`src/rtl/ppba_pkg.sv`:
```
package ppba_pkg;

    localparam int PAGE_BYTES = 4096;
    localparam int MAX_PAGES  = 16;

    // field widths fixed by the interface
    localparam int ALIGN_W = 12;
    localparam int SIZE_W  = 13;
    localparam int PROT_W  = 3;
    localparam int PIDX_W  = 4;
    localparam int OFF_W   = 13;

    // internal widths
    localparam int IDX_W = (MAX_PAGES > 1) ? $clog2(MAX_PAGES) : 1;
    localparam int CNT_W = $clog2(MAX_PAGES + 1);
    localparam int USED_W = $clog2(PAGE_BYTES + 1);
    localparam int SUM_W = USED_W + 1;

    typedef enum logic [1:0] {
        ST_FIT  = 2'd0,
        ST_NEW  = 2'd1,
        ST_FULL = 2'd2,
        ST_BAD  = 2'd3
    } status_t;

    typedef enum logic [1:0] {
        S_IDLE,
        S_CHECK,
        S_SCAN,
        S_EMIT
    } state_t;

    typedef struct packed {
        logic [ALIGN_W-1:0] align_bytes;
        logic [SIZE_W-1:0]  req_size;
        logic [PROT_W-1:0]  prot_class;
    } req_t;

    typedef struct packed {
        status_t           status;
        logic [PIDX_W-1:0] page_index;
        logic [OFF_W-1:0]  alloc_offset;
    } rsp_t;

    typedef struct packed {
        logic [PROT_W-1:0] prot;
        logic [USED_W-1:0] used;
    } entry_t;

endpackage

```
`src/rtl/ppba_ram.sv`:
```
module ppba_ram #(
    parameter int WIDTH = 8,
    parameter int DEPTH = 16,
    parameter int ADDR_W = (DEPTH > 1) ? $clog2(DEPTH) : 1
) (
    input  logic              aclk,
    input  logic              we,
    input  logic [ADDR_W-1:0] waddr,
    input  logic [WIDTH-1:0]  wdata,
    input  logic [ADDR_W-1:0] raddr,
    output logic [WIDTH-1:0]  rdata
);

    logic [WIDTH-1:0] mem [DEPTH];
    logic [WIDTH-1:0] rdata_reg;

    always_ff @(posedge aclk) begin
        if (we) begin
            mem[waddr] <= wdata;
        end
        rdata_reg <= mem[raddr];
    end

    assign rdata = rdata_reg;

endmodule

```
`src/rtl/protection_pooled_page_bump_alloc_unit.sv`:
```
// Channel  Dir  Handshake          Payload
// s_       in   s_valid/s_ready    s_data (req_t: align_bytes, req_size, prot_class)
// m_       out  m_valid/m_ready    m_data (rsp_t: status, page_index, alloc_offset)
//
// One request at a time: accept, check, then one page table entry per cycle
// through the table RAM (one read port, one write port) until a page fits or
// the open pages run out, then load the result register. A bad request or an
// empty table goes straight from the check to the load.
// Reset (aresetn low, synchronous) empties the table by clearing the open
// page count; entries at or above it are never read.
// A held result stalls the final load, and no new request is taken meanwhile.
module protection_pooled_page_bump_alloc_unit
    import ppba_pkg::*;
(
    input  logic aclk,
    input  logic aresetn,
    input  logic s_valid,
    output logic s_ready,
    input  req_t s_data,
    output logic m_valid,
    input  logic m_ready,
    output rsp_t m_data
);

    state_t state_reg, state_next;
    req_t   req_reg;
    rsp_t   res_reg, res_next;
    rsp_t   m_data_reg;
    logic   m_valid_reg, m_valid_next;
    logic [CNT_W-1:0] open_reg, open_next;
    logic [CNT_W-1:0] scan_reg, scan_next;

    logic              ram_we;
    logic [IDX_W-1:0]  ram_waddr, ram_raddr;
    entry_t            ram_wdata, rd_entry;

    logic              out_free;
    logic              bad_req;
    logic              fit;
    logic              last;
    logic              room;
    logic [SUM_W-1:0]  align_mask;
    logic [SUM_W-1:0]  aligned;
    logic [SUM_W-1:0]  end_pos;

    ppba_ram #(
        .WIDTH($bits(entry_t)),
        .DEPTH(MAX_PAGES)
    ) u_table (
        .aclk  (aclk),
        .we    (ram_we),
        .waddr (ram_waddr),
        .wdata (ram_wdata),
        .raddr (ram_raddr),
        .rdata (rd_entry)
    );

    assign out_free = !m_valid_reg || m_ready;

    assign bad_req = (req_reg.align_bytes == '0)
        || ((req_reg.align_bytes & (req_reg.align_bytes - ALIGN_W'(1))) != '0)
        || (SUM_W'(req_reg.align_bytes) >= SUM_W'(PAGE_BYTES))
        || (SUM_W'(req_reg.req_size) > SUM_W'(PAGE_BYTES));

    // power-of-two alignment: round up with a mask
    assign align_mask = SUM_W'(req_reg.align_bytes) - SUM_W'(1);
    assign aligned    = (SUM_W'(rd_entry.used) + align_mask) & ~align_mask;
    assign end_pos    = aligned + SUM_W'(req_reg.req_size);
    assign fit        = (rd_entry.prot == req_reg.prot_class)
                        && (end_pos <= SUM_W'(PAGE_BYTES));
    assign last       = (scan_reg + CNT_W'(1)) == open_reg;
    assign room       = open_reg < CNT_W'(MAX_PAGES);

    // next state
    always_comb begin
        state_next = state_reg;
        unique case (state_reg)
            S_IDLE: begin
                if (s_valid) state_next = S_CHECK;
            end
            S_CHECK: begin
                if (bad_req || open_reg == '0) state_next = S_EMIT;
                else state_next = S_SCAN;
            end
            S_SCAN: begin
                if (fit || last) state_next = S_EMIT;
            end
            S_EMIT: begin
                if (out_free) state_next = S_IDLE;
            end
            default: state_next = S_IDLE;
        endcase
    end

    // outputs and datapath
    always_comb begin
        ram_we       = 1'b0;
        ram_waddr    = open_reg[IDX_W-1:0];
        ram_wdata    = '{prot: req_reg.prot_class, used: USED_W'(req_reg.req_size)};
        ram_raddr    = '0;
        res_next     = res_reg;
        scan_next    = scan_reg;
        open_next    = open_reg;
        m_valid_next = m_valid_reg && !m_ready;
        s_ready      = 1'b0;
        unique case (state_reg)
            S_IDLE: begin
                s_ready = 1'b1;
            end
            S_CHECK: begin
                scan_next = '0;
                if (bad_req) begin
                    res_next = '{status: ST_BAD, page_index: '0, alloc_offset: '0};
                end else if (open_reg == '0) begin
                    ram_we    = 1'b1;
                    open_next = open_reg + CNT_W'(1);
                    res_next  = '{status: ST_NEW, page_index: PIDX_W'(open_reg),
                                  alloc_offset: '0};
                end
            end
            S_SCAN: begin
                ram_raddr = scan_next[IDX_W-1:0];
                if (fit) begin
                    ram_we         = 1'b1;
                    ram_waddr      = scan_reg[IDX_W-1:0];
                    ram_wdata.prot = rd_entry.prot;
                    ram_wdata.used = end_pos[USED_W-1:0];
                    res_next       = '{status: ST_FIT, page_index: PIDX_W'(scan_reg),
                                       alloc_offset: OFF_W'(aligned)};
                end else if (last) begin
                    if (room) begin
                        ram_we    = 1'b1;
                        open_next = open_reg + CNT_W'(1);
                        res_next  = '{status: ST_NEW, page_index: PIDX_W'(open_reg),
                                      alloc_offset: '0};
                    end else begin
                        res_next = '{status: ST_FULL, page_index: '0, alloc_offset: '0};
                    end
                end else begin
                    scan_next = scan_reg + CNT_W'(1);
                    ram_raddr = scan_next[IDX_W-1:0];
                end
            end
            S_EMIT: begin
                if (out_free) m_valid_next = 1'b1;
            end
            default: begin
                s_ready = 1'b0;
            end
        endcase
    end

    always_ff @(posedge aclk) begin
        if (!aresetn) begin
            state_reg   <= S_IDLE;
            open_reg    <= '0;
            scan_reg    <= '0;
            m_valid_reg <= 1'b0;
        end else begin
            state_reg   <= state_next;
            open_reg    <= open_next;
            scan_reg    <= scan_next;
            m_valid_reg <= m_valid_next;
        end
    end

    always_ff @(posedge aclk) begin
        if (s_valid && s_ready) req_reg <= s_data;
        res_reg <= res_next;
        if (state_reg == S_EMIT && out_free) m_data_reg <= res_reg;
    end

    assign m_valid = m_valid_reg;
    assign m_data  = m_data_reg;

`ifndef SYNTHESIS
    a_open_bound: assert property (@(posedge aclk) disable iff (!aresetn)
        open_reg <= CNT_W'(MAX_PAGES))
        else $error("open page count above table size");

    a_we_state: assert property (@(posedge aclk) disable iff (!aresetn)
        ram_we |-> (state_reg == S_CHECK || state_reg == S_SCAN))
        else $error("table write outside check or scan");

    a_scan_step: assert property (@(posedge aclk) disable iff (!aresetn)
        (state_reg == S_SCAN && !fit && !last)
            |=> (state_reg == S_SCAN && scan_reg == $past(scan_reg) + CNT_W'(1)))
        else $error("scan did not advance by one entry");

    a_fit_index: assert property (@(posedge aclk) disable iff (!aresetn)
        (state_reg == S_EMIT && res_reg.status == ST_FIT)
            |-> (CNT_W'(res_reg.page_index) < open_reg))
        else $error("fit reported on an unopened page");
`endif

endmodule

```
`config.mk`:
```
export PLATFORM = sky130hd
export DESIGN_NAME = protection_pooled_page_bump_alloc_unit
export DESIGN_NICKNAME = d
export VERILOG_FILES = /design/src/rtl/ppba_pkg.sv /design/src/rtl/ppba_ram.sv /design/src/rtl/protection_pooled_page_bump_alloc_unit.sv
export SDC_FILE = /design/constraint.sdc
export NUM_CORES = 1
export LEC_CHECK = 0
export ABC_AREA = 0
export BUFFER_PORTS_ARGS = -buffer_cell sky130_fd_sc_hd__buf_2
export CAP_MARGIN = 20
export CELL_PAD_IN_SITES_DETAIL_PLACEMENT = 0
export CELL_PAD_IN_SITES_GLOBAL_PLACEMENT = 1
export CORE_MARGIN = 4
export CORE_UTILIZATION = 55
export CTS_BUF_LIST = sky130_fd_sc_hd__clkbuf_4 sky130_fd_sc_hd__clkbuf_8
export CTS_CLUSTER_SIZE = 40
export DETAILED_ROUTE_END_ITERATION = 12
export PLACE_DENSITY_LB_ADDON = 0.3
export SYNTH_ARGS = -nofsm -noshare
export SYNTH_HDL_FRONTEND = slang
export SYNTH_HIERARCHICAL = 1
export SYNTH_SLANG_ARGS = --single-unit
```
`constraint.sdc`:
```
create_clock -name aclk -period 9.8 [get_ports aclk]
set_clock_uncertainty 0.05 [all_clocks]
set_input_delay 0 -clock aclk [delete_from_list [all_inputs] [get_ports aclk]]
set_output_delay 0 -clock aclk [all_outputs]
set_load 0.1 [all_outputs]
```
[Yosys cells after proc, flatten, opt, wreduce, memory -nomap -nowiden]
Memory sizes are Yosys's and may differ from the RTL's. A register that Yosys moved wholly into a read port is not among the register bits.
Index checks and enable logic that the tools add are counted.
Storage, ports and cells
  bits in writable memories: 256
  memories: 1
  logic and storage cells: 100
  output and inout port bits: 21
  input port bits: 32
  register bits after elaboration: 79
Cells by class
  mux-type cells: 38
  add/subtract/negate cells: 6
  bitwise gates (word level): 3
  magnitude comparators: 3
  equality and inequality tests: 16
  reduce and logical (&&, ||, !) cells: 20
Memories
  u_table.mem: words 16, width 16, read ports 1, clocked after Yosys merged registers in 1, wr ports 1, RTL line ppba_ram.sv:14  | logic [WIDTH-1:0] mem [DEPTH];
Operators by type and width (number)
  $mux W19: 5
  $pmux W19 S2: 1
  $mux W5: 7
  $mux W16: 2
  $mux W4: 5
  $pmux W5 S2: 2
  $ne A2 B2 Y1 const B: 9
  $add A13 B14 Y14: 1
  $add A14 B13 Y14: 1
  $and A14 B14 Y14: 1
  $le A14 B13 Y1 const B: 1
  $not A14 Y14: 1
  $gt A13 B13 Y1 const B: 1
  $sub A12 B1 Y13 const B: 1
  $and A12 B12 Y12: 1
  $logic_not A12 Y1: 1
  $reduce_bool A12 Y1: 1
  $sub A12 B1 Y12 const B: 1
  $mux W1: 11
  $add A5 B1 Y5 const B: 2
  $reduce_and A3 Y1: 3
  $pmux W2 S4: 1
  $mux W2: 3
  $ne A3 B3 Y1 const B: 2
  13 further kinds: 22

[Depth between registers and ports, before layout]
Gate-level depths: netlist of the first run.
  word-level depth: 10
  mapped depth: 31
  mapped depth without buffers: 28

[Hierarchy]
The synthesis of the first run kept the hierarchy.
By module, submodules not included
  ppba_ram: times used 1, sequential area each 8007.7 um2, area an instance 10042.1 um2, cells each 432
  protection_pooled_page_bump_alloc_unit: times used 1, sequential area each 2242.2 um2, area an instance 5029.8 um2, cells each 491

[Worst setup path before layout of the first run]
No wires, ideal clock.
  path kind: register to register
  start point: reg req_reg[21] (netlist name)
  end point: mem u_table/mem[0][0] (netlist name) (enable)
  required time: 9341 ps
  path buffers: 2
  clock period less this slack: 6994 ps
  slack: 2806 ps
  arrival: 6535 ps
  cell stages (with the launch flop): 26
  cells stage by stage: edfxtp_1 nor4_1 nor2b_1 nand2_1 ha_1 inv_1 ha_1 nand4_1 nor2_1 a2111oi_0 o21ai_1 xnor2_1 nor2_1 ha_1 clkbuf_1 nand4_1 a211oi_1 o21a_1 o21ai_0 a2111oi_1 o22a_2 nand2_1 buf_2 mux2i_1 or3b_2 nor3_1
RTL lines
  start, declared: RTL line protection_pooled_page_bump_alloc_unit.sv:26  | req_t req_reg;
  start signal, assigned: RTL line protection_pooled_page_bump_alloc_unit.sv:168  | if (s_valid && s_ready) req_reg <= s_data;
  $sub A12 B1 Y13 *: RTL line protection_pooled_page_bump_alloc_unit.sv:66  | assign align_mask = SUM_W'(req_reg.align_bytes) - SUM_W'(1);
  $add A13 B14 Y14 or $not A14 Y14 (tied branches): RTL line protection_pooled_page_bump_alloc_unit.sv:67  | assign aligned = (SUM_W'(rd_entry.used) + align_mask) & ~align_mask;
  $and A14 B14 Y14 *: RTL line protection_pooled_page_bump_alloc_unit.sv:67
  named net aligned[9]: RTL line protection_pooled_page_bump_alloc_unit.sv:43  | logic [SUM_W-1:0] aligned;
  $add A14 B13 Y14 *: RTL line protection_pooled_page_bump_alloc_unit.sv:68  | assign end_pos = aligned + SUM_W'(req_reg.req_size);
  $le A14 B13 Y1 *: RTL line protection_pooled_page_bump_alloc_unit.sv:70  | && (end_pos <= SUM_W'(PAGE_BYTES));
  $logic_and A1 B1 Y1 *: RTL line protection_pooled_page_bump_alloc_unit.sv:70
  $mux W4 *: RTL line protection_pooled_page_bump_alloc_unit.sv:123  | if (fit) begin
  $mux W4 *: RTL line protection_pooled_page_bump_alloc_unit.sv:106  | unique case (state_reg)
  named net ram_waddr[2]: RTL line protection_pooled_page_bump_alloc_unit.sv:34  | logic [IDX_W-1:0] ram_waddr, ram_raddr;
  end, declared: RTL line ppba_ram.sv:14
Mark *: on every way through the listed nets, which the timed path passes. The rest lies on a longest branch.

[Final worst setup path of the first run]
  start point: reg req_reg[16] (netlist name)
  end point: mem u_table/mem[13][5] (netlist name) (enable)
The elaborated chain is that of the path after synthesis.

==> summary.md, run 1 <==
| Metric | Value |
|---|---|
| First-pass GRT wire length | `51,300 um` |
| Worst setup SP type | `flip-flop` |
| CP Capture Type | `flip-flop` |
| VDD IR max | `0.148 mV` |
| EDFF count, synth | `322` |
| Final hold viol count | `0` |
| Largest net degree at the start of global routing | `65` |
| Gr ovfl total | `0` |
| WL met2 | `16,600 um` |
| # Max-Cap Violations | `0` |
| Clock Root Buffer | `clkbuf_8` |
| Max stage delay on crit path | `760 ps` |
| I/O Buffers | `52` |
| P_leak | `6.03 nW` |
| Synth Warn # | `6` |
| Most frequent cells in the layout | `322 x edfxtp_1, 60 x clkbuf_8, 54 x nand2_1, 54 x mux4_2, 52 x buf_2` |
| Worst-Skew Late Latency | `610 ps` |
| Max clock buf depth | `3` |
| Nets | `1,134` |
| Hold Path Cell Cnt | `2` |
| N_diodes | `0` |
| Syn Inst Count | `923` |
| Routed via count | `8,604` |
| FP Rows | `60` |
| Via density | `5.98` |
| Max Clock Freq | `0.126 GHz` |
| Initial DRC Count | `724` |
| Reg area | `0.0102 mm^2` |
| Clock Sinks | `351` |
| TritonCTS clock tree | `built` |
| Min cycle time layout | `7960 ps` |
| Drt drc | `0` |
| Crit Path Category | `reg2reg` |
| CP max-delay cell | `nor2_1` |
| Final HPWL DP | `20,200 um` |
| Final Max Tran Viols | `0` |
| Synth Register Bits | `351` |
| Num CTS Buffers | `54` |
| Die height | `174 um` |
| Routed wl met3 | `2380 um` |
| GP Congestion | `0.871` |
| Hold WC Path Type | `in2reg` |
| Drt first pass iters | `5` |
| Power per cell area | `251 mW/mm^2` |
| Util after Layout | `0.641` |
| Mapped Avg Cell Area | `16.3 um^2` |
| Seq/Total Area, Yosys | `0.680` |
| Multi-input gate area | `0.00450 mm^2` |
| RSZ-0062 raised after global routing | `no` |
| TNS Setup | `0 ps` |
| Status | `completed` |
| Distinct cell type count after synthesis | `66` |
| M1 WL | `14,000 um` |
| DR top layer | `met4` |
| Number of global-route vias before repair | `8,635` |
| Crit Path Max Fanout | `25` |
| Max FFs per register | `256` |
| DRT antenna net count | `0` |
| Syn nets | `1,003` |
| Initial core utilization | `0.559` |
| Core area | `0.0270 mm^2` |
| Drt wl/cell | `23.4 um` |
| Worst r2r path cells | `28` |
| Initial antenna violation count | `0` |
| Tightest Pin Transition | `1090 ps` |
| Final Cycle Share | `0.812` |
| Die area | `0.0301 mm^2` |
| Final setup viols | `0` |
| Critical Path RT | `10,050 ps` |
| Die Width | `174 um` |
| Post-Syn Area | `0.0151 mm^2` |
| Layout cell share with drive strength beyond 1 | `0.224` |
| Slew Limit Headroom | `0.276` |
| Clock-pin slew on the worst setup and hold paths | `60 ps` |
| Worst endpoint data arrival time | `8210 ps` |
| Commonest non-fill, non-tap cell in the layout | `edfxtp_1` |
| Area Growth Syn to Fin | `14.6%` |
| Post-Route WL | `33,700 um` |
| Total GRT Usage | `0.224` |
| H-Tree Level Count | `2` |
| Filler cells | `1,937` |
| Post-synth top flop | `edfxtp_1` |
| Async S/R FF share, synth | `0` |
| Num ports | `53` |
## critical path, delay by kind of cell, from the launching register on
family                     cells  cell delay (ps)
DFF                            1              450
adders and majority gates      4             1090
xor gates and xnor gates       1               90
muxes                          1              590
buffers and inverters          5              910
and+or+nand+nor                7             1740
AOI/OAI and AO/OA             10             2740
## logic make-up after synthesis
family	share of synthesized area
AND/OR/NAND/NOR	0.0666
flip-flops	0.680
multiplexers	0.115
buffers and inverters	0.0245
AO/OA/AOI/OAI	0.0562
adder cells (fa/ha/maj)	0.0408
XOR/XNOR	0.0169
## cell type report
type	count	area share
sequential	351	0.593
multi-input combinational	489	0.261
clock buffer	75	0.0543
timing repair buffer	113	0.0475
tap	341	0.0247
clock inverter	25	0.00992
inverter	45	0.00978
## layer usage
layer | global-route usage | vias to the layer above
met5 | 0 | -
met4 | 0.0645 | 0
met3 | 0.0369 | 53
met2 | 0.376 | 338
met1 | 0.307 | 4306
li1 | - | 3907
## synthesized netlist by cell type (all sizes together) (3+ instances only)
library cell	instances	area share
a21oi	26	0.0091
nor2	37	0.0092
mux4	64	0.098
and2	6	0.0025
inv	45	0.011
o31ai	3	0.0015
buf	17	0.0081
nand2	54	0.013
nand3b	3	0.0015
a31oi	4	0.0017
nor2b	11	0.0046
clkbuf	21	0.0052
o21a	3	0.0015
and3	13	0.0054
nor3b	3	0.0015
nand2b	6	0.0025
o22ai	6	0.0029
or2	3	0.0012
nor4	11	0.0046
edfxtp	322	0.64
mux2i	13	0.0086
mux2	11	0.0082
o21ai	20	0.0066
a211oi	3	0.0015
ha	46	0.038
a21o	7	0.0035
xnor2	20	0.012
or3	7	0.0029
xor2	9	0.0052
nand4	7	0.0029
nor3	18	0.0060
dfxtp	29	0.039
a22oi	32	0.016
nand3	15	0.0050
## where the power goes
part	switching, mW	internal [mW]	total (mW)
combinational	0.745	0.476	1.22
clock	0.565	0.654	1.22
sequential	0.0717	1.83	1.90
total	1.38	2.96	4.34
## path summary, 6_finish.rpt
check,from,endpoint,slack (ps)
worst max register to register,req_reg[16],u_table/mem[13][5],1840
worst min register to register,res_reg[17],m_data[17],370
worst min-delay path,s_data[0],req_reg[0],50
worst max-delay path,req_reg[16],u_table/mem[13][5],1840
## per-stage QoR
step                instance area, um^2  hold slack (ps)  setup WS (ps)  std cells  power [mW]
finish                            17300             49.3           1840       1439        4.34
global route                      17300             43.3           1220       1439        4.58
CTS                               17300             9.63           1850       1437        4.37
detailed placement                15800              128           1880       1304        3.14
global placement                  15800              128           2090       1302        3.12
floorplan                         15100             48.9           2810        923        2.87
## what timing repair did
item	CTS	global route
buffers inserted	0	0
endpoints found under the hold margin	41	0
resized for setup	0	0
hold buffers	33	0
(Power assumes the default switching activity.)
==> run 2, diff against run 1 <==
ABC_AREA = 1   (was 0)
CORE_UTILIZATION = 46   (was 55)
clock period = 7.2 ns   (was 9.8 ns; I/O delays follow)
==> run 2 against run 1 <==
Global-route usage is 1.2 points lower. Non-clock buffer count increased by 24. Register-to-register slack got worse by 910 ps. First-iteration DRC count up 31%. Routed wire length increased by 25%. Cell count up 65%. Total power is 74% higher. Count of clock-buffer cells in the layout increased by 9. Maximum frequency up 27%. Critical endpoint is now u_table/mem[8][12]. Highest routed layer unchanged.
==> summary.md, run 2 <==
| Metric | Value |
|---|---|
| Status | `completed` |
| Syn Inst Count | `1,727 (+87%)` |
| Num CTS Buffers | `57 (+5.6%)` |
| CP max-delay cell | `nor2_2` |
| Clock-pin slew on the worst setup and hold paths | `60 ps (about the same)` |
| TNS Setup | `0 ps (unchanged)` |
| Sw frac | `0.415 (+0.0965)` |
| N_diodes | `0 (unchanged)` |
| Async S/R FF share, synth | `0 (unchanged)` |
| Setup bufs post-CTS | `0 (unchanged)` |
| Initial DRC Count | `946 (+31%)` |
| Final Max Tran Viols | `0 (unchanged)` |
| Hold WC Path Type | `in2reg` |
| Power per cell area | `393 mW/mm^2 (+56%)` |
| Comb pwr share | `0.413 (+0.132)` |
| Total GRT Usage | `0.212 (-0.0121)` |
| Max stage delay on crit path | `770 ps (about the same)` |
| Util after Layout | `0.539 (-0.102)` |
| Post-Syn Area | `0.0167 mm^2 (+11%)` |
| Most common cell in the synthesized netlist | `nand2_1` |
| TritonCTS clock tree | `built` |
| Distinct cell type count after synthesis | `44 (-33%)` |
| # resized after CTS | `0 (unchanged)` |
| Area Growth Syn to Fin | `15.2%` |
| Final HPWL DP | `27,400 um (+35%)` |
| Sequential power share | `0.357 (-0.081)` |
| Synth Warn # | `6 (unchanged)` |
| Post-synth top area cell | `edfxtp_1` |
| Seq/Total Area, Yosys | `0.613 (-0.0670)` |
| Initial core utilization | `0.468 (-0.0914)` |
| Multi-input gate area | `0.00507 mm^2 (+13%)` |
| Syn nets | `1,807 (+80%)` |
| Reg area | `0.0102 mm^2 (unchanged)` |
| Post-synth top flop | `edfxtp_1` |
| Die height | `199 um (+14%)` |
| Slew Limit Headroom | `0.352 (+0.0753)` |
| Largest net degree at the start of global routing | `129 (+98%)` |
| Min cycle time layout | `6270 ps (-1690 ps)` |
| Clock Sinks | `351 (unchanged)` |
| Net Switching | `3.14 mW (+130%)` |
| Drt wl/cell | `17.7 um (-24%)` |
| Gr ovfl total | `0 (unchanged)` |
| Most common cell on crit path | `inv_1` |
| Synth Register Bits | `351 (unchanged)` |
| Most frequent cells in the layout | `514 x nand2_1, 322 x edfxtp_1, 286 x inv_1, 232 x nand3_1, 67 x clkbuf_8` |
| Final hold viol count | `0 (unchanged)` |
| Crit Path Max Fanout | `16 (-36%)` |
| Core area | `0.0357 mm^2 (+33%)` |
| Filler cells | `3,242 (+67%)` |
| Internal | `4.44 mW (+50%)` |
| Worst-Skew Late Latency | `650 ps (+40 ps)` |
| H-Tree Level Count | `2 (unchanged)` |
| Met2 Use GR | `0.353 (-0.0232)` |
| GRT busiest layer | `met2` |
| Clk pwr share | `0.229 (-0.052)` |
| Max clock buf depth | `3 (unchanged)` |
| CP Capture Type | `flip-flop` |
| Commonest non-fill, non-tap cell in the layout | `nand2_1` |
| Critical Path RT | `7410 ps (-2640 ps)` |
| Max Clock Freq | `0.159 GHz (+27%)` |
| Nets | `1,941 (+71%)` |
| EDFF count, synth | `322 (unchanged)` |
| Final Cycle Share | `0.871 (+0.0585)` |
| Die area | `0.0395 mm^2 (+31%)` |
| Most frequent cells after synthesis | `515 x nand2_1, 322 x edfxtp_1, 286 x inv_1` |
| Worst setup SP type | `flip-flop` |
| Final setup viols | `0 (unchanged)` |
| Die Width | `199 um (+14%)` |
| Via density | `5.07 (-15%)` |
| Pwr Total | `7.58 mW (+74%)` |
| Top cell type's share of synthesized area | `0.578 (-0.0632)` |
| Crit Path Category | `reg2reg` |
| Max FFs per register | `256 (unchanged)` |
| Worst endpoint data arrival time | `6480 ps (-1730 ps)` |
| Initial antenna violation count | `0 (unchanged)` |
| GP Congestion | `0.877 (+0.68%)` |
| VDD IR max | `0.348 mV (+130%)` |
| RSZ-0062 raised after global routing | `no` |
| Clock Root Buffer | `clkbuf_8` |
| FP Rows | `69 (+15%)` |
| M3 GR Usage | `0.0376 (+0.000742)` |
| Post-Route WL | `42,100 um (+25%)` |
| Tightest Pin Transition | `972 ps (-114 ps)` |
| Synth area leaders | `edfxtp_1 58%, nand2_1 12%, nand3_1 6.9%, inv_1 6.4%, dfxtp_1 3.5%` |
| DRT antenna net count | `0 (unchanged)` |
| Number of global-route vias before repair | `11.7k (+36%)` |
| Drt drc | `0 (unchanged)` |
| I/O Buffers | `52 (unchanged)` |
| Layout cell share with drive strength beyond 1 | `0.124 (-0.100)` |
| Mapped Avg Cell Area | `9.68 um^2 (-41%)` |
| P_leak | `8.37 nW (+39%)` |
| # Max-Cap Violations | `0 (unchanged)` |
| Drt first pass iters | `5 (unchanged)` |
| Routed via count | `12.0k (+40%)` |
| First-pass GRT wire length | `64,500 um (+26%)` |
| Met1 Use GR | `0.289 (-0.0178)` |
| Num ports | `53 (unchanged)` |
[run 2: changes by cell type in the layout (fill, tap and decap cells not counted), moves of 14 or more]
cell,before,now
a22oi_1,32,0
nand2_1,54,514
inv_1,45,286
xnor2_1,20,2
dlygate4sd3_1,33,55
nor2_1,35,65
nor2_2,2,16
nand3_1,15,232
mux4_2,54,0
[run 2: cell families after synthesis]
group,count (synthesis),synth area share
compound gates,67,0.0224
xor+xnor,13,0.00726
flops,351,0.613
simple gates,895,0.233
buf+inv,353,0.0876
fa+ha+maj,48,0.0368
[run 2: power groups by stage]
| stage | sequential, mW | combinational, mW | clock (mW) |
|---|---|---|---|
| CTS | 2.72 | 3.12 | 1.78 |
| floorplan | 2.80 | 2.27 | 0 |
| finish | 2.71 | 3.13 | 1.74 |
| global placement | 2.75 | 3.05 | 0 |
| detailed placement | 2.76 | 3.07 | 0 |
| global route | 2.73 | 3.51 | 1.88 |
[run 2: final timing paths]
| check | from | end | slack (ps) | cells past startpoint |
|---|---|---|---|---|
| setup reg to reg | req_reg[16] | u_table/mem[8][12] | 930 | 31 |
| hold reg to reg | res_reg[10] | m_data[10] | 370 | 0 |
| hold / removal | s_data[25] | req_reg[25] | 50 | 2 |
| setup / recovery | req_reg[16] | u_table/mem[8][12] | 930 | 31 |
[run 2: stage by stage]
step / std cells / setup slack, ps / hold slack (ps) / area [um^2]
after floorplan: 1727 / 1910 / 48.9 / 16700
after global placement: 2206 / 1120 / 129 / 17500
after detailed placement: 2207 / 930 / 129 / 17500
after CTS: 2370 / 913 / 6.75 / 19200
after global routing: 2371 / 206 / 17.8 / 19300
final: 2371 / 929 / 46.1 / 19300
[run 2: critical path, delay by kind of cell, from the launching register on]
family | cells | cell delay [ps]
buffers and inverters | 7 | 600
AND/OR/NAND/NOR | 15 | 2790
flip-flops | 1 | 420
AO/OA/AOI/OAI | 5 | 890
adder cells (fa/ha/maj) | 4 | 1130
[run 2: layer usage]
metal	vias to the layer above	wire, um
li1	5905	-
met1	5733	18600
met2	324	20400
met3	66	2250
met4	0	770
met5	-	0
[run 2: cell type report]
| cell class | count | area share |
|---|---|---|
| Clock buffer | 84 | 0.0545 |
| Clock inverter | 24 | 0.00643 |
| Inverter | 291 | 0.0568 |
| Multi-Input combinational cell | 1023 | 0.263 |
| Sequential cell | 351 | 0.532 |
| Tap cell | 461 | 0.0299 |
| Timing Repair Buffer | 137 | 0.0572 |
[run 2: what timing repair did]
item | in CTS | in global routing
hold buffers | 55 | 0
endpoints found under the setup margin | 0 | 0
hold endpoints to repair | 60 | 0
==> run 3, diff against run 2 <==
ABC_AREA = unset   (was 1)
CORE_UTILIZATION = 50   (was 46)
==> run 3 against run 2 <==
Maximum frequency shrank 7.5%. Sequential cell count is the same. Clock power shrank 6%. Register-to-register slack lost 510 ps.
==> summary.md, run 3 (synthesized netlist as in run 1, its figures left out) <==
| Metric | Value |
|---|---|
| Crit Path Category | `reg2reg` |
| Fin Hold WS | `40.5 ps (-5.61 ps)` |
| CP Capture Type | `flip-flop` |
| Worst-Skew Late Latency | `620 ps (-30 ps)` |
| FP Rows | `63 (-8.7%)` |
| Commonest non-fill, non-tap cell in the layout | `edfxtp_1` |
| Num ports | `53 (unchanged)` |
| Routed via count | `8,658 (-28%)` |
| Post-Place Worst Slack | `88.4 ps (-842 ps)` |
| H-Tree Level Count | `2 (unchanged)` |
| Drt wl/cell | `22.6 um (+28%)` |
| Tightest Pin Transition | `1040 ps (+66.3 ps)` |
| Gr ovfl total | `0 (unchanged)` |
| Worst setup path startpoint | `req_reg[17]` |
| Crit Path Max Fanout | `16 (unchanged)` |
| RSZ-0062 raised after global routing | `no` |
| First-pass GRT wire length | `50,800 um (-21%)` |
| Worst r2r path cells | `25 (-19%)` |
| R2R setup slack | `420 ps (-510 ps)` |
| Min cycle time layout | `6780 ps (+507 ps)` |
| R2R Path Start | `req_reg[17]` |
| Initial core utilization | `0.507 (+0.0394)` |
| DRT antenna net count | `0 (unchanged)` |
| Number of global-route vias before repair | `8,620 (-26%)` |
| Worst setup SP type | `flip-flop` |
| Slew Limit Headroom | `0.288 (-0.0633)` |
| I/O Buffers | `52 (unchanged)` |
| Final setup viols | `0 (unchanged)` |
| GP Congestion | `0.883 (+0.76%)` |
| Die height | `182 um (-8.6%)` |
| FF-to-FF End | `u_table/mem[0][5]` |
| Largest net degree at the start of global routing | `62 (-52%)` |
| TritonCTS clock tree | `built` |
| Total GRT Usage | `0.203 (-0.00879)` |
| Filler cells | `2,267 (-30%)` |
| Hold WC Path Type | `in2reg` |
| Status | `completed` |
| Final Max Tran Viols | `0 (unchanged)` |
| Post-Route WL | `34,200 um (-19%)` |
| Max Clock Freq | `0.148 GHz (-7.5%)` |
| Num CTS Buffers | `55 (-3.5%)` |
| Final Cycle Share | `0.941 (+0.0704)` |
| Final WS setup | `422 ps (-507 ps)` |
| Drt drc | `0 (unchanged)` |
| Area Growth Syn to Fin | `17.2%` |
| TNS Setup | `0 ps (unchanged)` |
| Max clock buf depth | `3 (unchanged)` |
| Worst endpoint data arrival time | `7020 ps (+540 ps)` |
| Power per cell area | `342 mW/mm^2 (-13%)` |
| Clock Sinks | `351 (unchanged)` |
| Critical Path RT | `7450 ps (+40 ps)` |
| Max FFs per register | `256 (unchanged)` |
| Final hold viol count | `0 (unchanged)` |
| Via density | `5.73 (+13%)` |
| Most frequent cells in the layout | `322 x edfxtp_1, 59 x clkbuf_8, 54 x mux4_2, 53 x nand2_1, 52 x buf_2` |
| Layout cell share with drive strength beyond 1 | `0.252 (+0.129)` |
| Die Width | `182 um (-8.6%)` |
| Initial DRC Count | `716 (-24%)` |
| N_diodes | `0 (unchanged)` |
| Clock-pin slew on the worst setup and hold paths | `60 ps (about the same)` |
| Final HPWL DP | `20,600 um (-25%)` |
| Critical Path Sink | `u_table/mem[0][5]` |
| Initial antenna violation count | `0 (unchanged)` |
| Drt first pass iters | `5 (unchanged)` |
| Nets | `1,156 (-40%)` |
| VDD IR max | `0.187 mV (-46%)` |
| Die area | `0.0330 mm^2 (-16%)` |
| # Max-Cap Violations | `0 (unchanged)` |
| Util after Layout | `0.594 (+0.0552)` |
| P_leak | `6.14 nW (-27%)` |
| Core area | `0.0297 mm^2 (-17%)` |
| Clock Root Buffer | `clkbuf_8` |
-- run 3: cell types whose count changed in the layout (fill, tap and decap cells not counted), sizes merged, moves of 23 or more --
cell	delta
nand3	-219
nor2	-45
a22oi	+32
inv	-244
mux4	+64
nand2	-473
dlygate4sd3	-23
-- run 3: timing repair --
| action | CTS | global route |
|---|---|---|
| hold endpoints to repair | 41 | 0 |
| setup buffers | 0 | 9 |
| resized for setup | 0 | 15 |
| hold buffers | 32 | 0 |
| endpoints found under the setup margin | 0 | 352 |
-- run 3: power breakdown --
group,internal [mW],switching [mW],total (mW),leakage (nW)
Sequential,2.50,0.104,2.60,3.16
Combinational,0.716,1.09,1.80,2.42
Clock,0.857,0.772,1.63,0.566
Total,4.07,1.96,6.03,6.14
-- run 3: worst min-delay path by stage --
stage	endpoint	cells after the start	startpoint	slack (ps)
final	req_reg[0]	2	s_data[0]	40
after global routing	req_reg[4]	2	s_data[4]	20
after CTS	req_reg[0]	2	s_data[0]	3
after detailed placement	req_reg[24]	1	s_data[24]	130
after global placement	req_reg[0]	1	s_data[0]	130
after floorplan	req_reg[0]	0	s_data[0]	50
-- run 3: worst max-delay path, cell delays in order, from the launching register on --
cell and delay [ps]:
edfxtp_1 380, inv_1 140, ha_1 160, inv_1 60, or3_1 330, ha_1 310
inv_1 60, ha_1 310, a21boi_0 290, o21ai_0 180, nor2b_1 170, xnor2_1 110
and2_1 200, ha_1 250, or3_1 340, a21oi_2 170, a211oi_1 110, a311o_1 410
a21oi_2 230, mux2i_2 410, o22a_2 320, o21ai_0 110, a21boi_1 370, or3b_2 570
nor3_2 210, buf_12 210
-- run 3: area by class of cell --
class                      instances  area (um^2)  area share
sequential                       351        10200       0.580
inverter                          45          169     0.00957
timing repair buffer             133         1060      0.0602
clock buffer                      71          896      0.0507
clock inverter                    31          190      0.0108
multi-input combinational        490         4600       0.261
tap                              390          488      0.0276
-- run 3: metal layers --
metal,vias to the layer above,GRT usage,wire length (um)
met3,57,0.0365,2280
met4,0,0.0711,963
met1,4324,0.280,14300
li1,3956,-,-
met5,-,0,0
met2,321,0.329,16700
-- run 3: stage by stage --
stage / power, mW / area, um^2 / instances
floorplan: 3.90 / 15100 / 923
global placement: 4.32 / 16100 / 1365
detailed placement: 4.34 / 16100 / 1365
CTS: 5.99 / 17500 / 1499
global route: 6.36 / 17700 / 1511
finish: 6.03 / 17700 / 1511
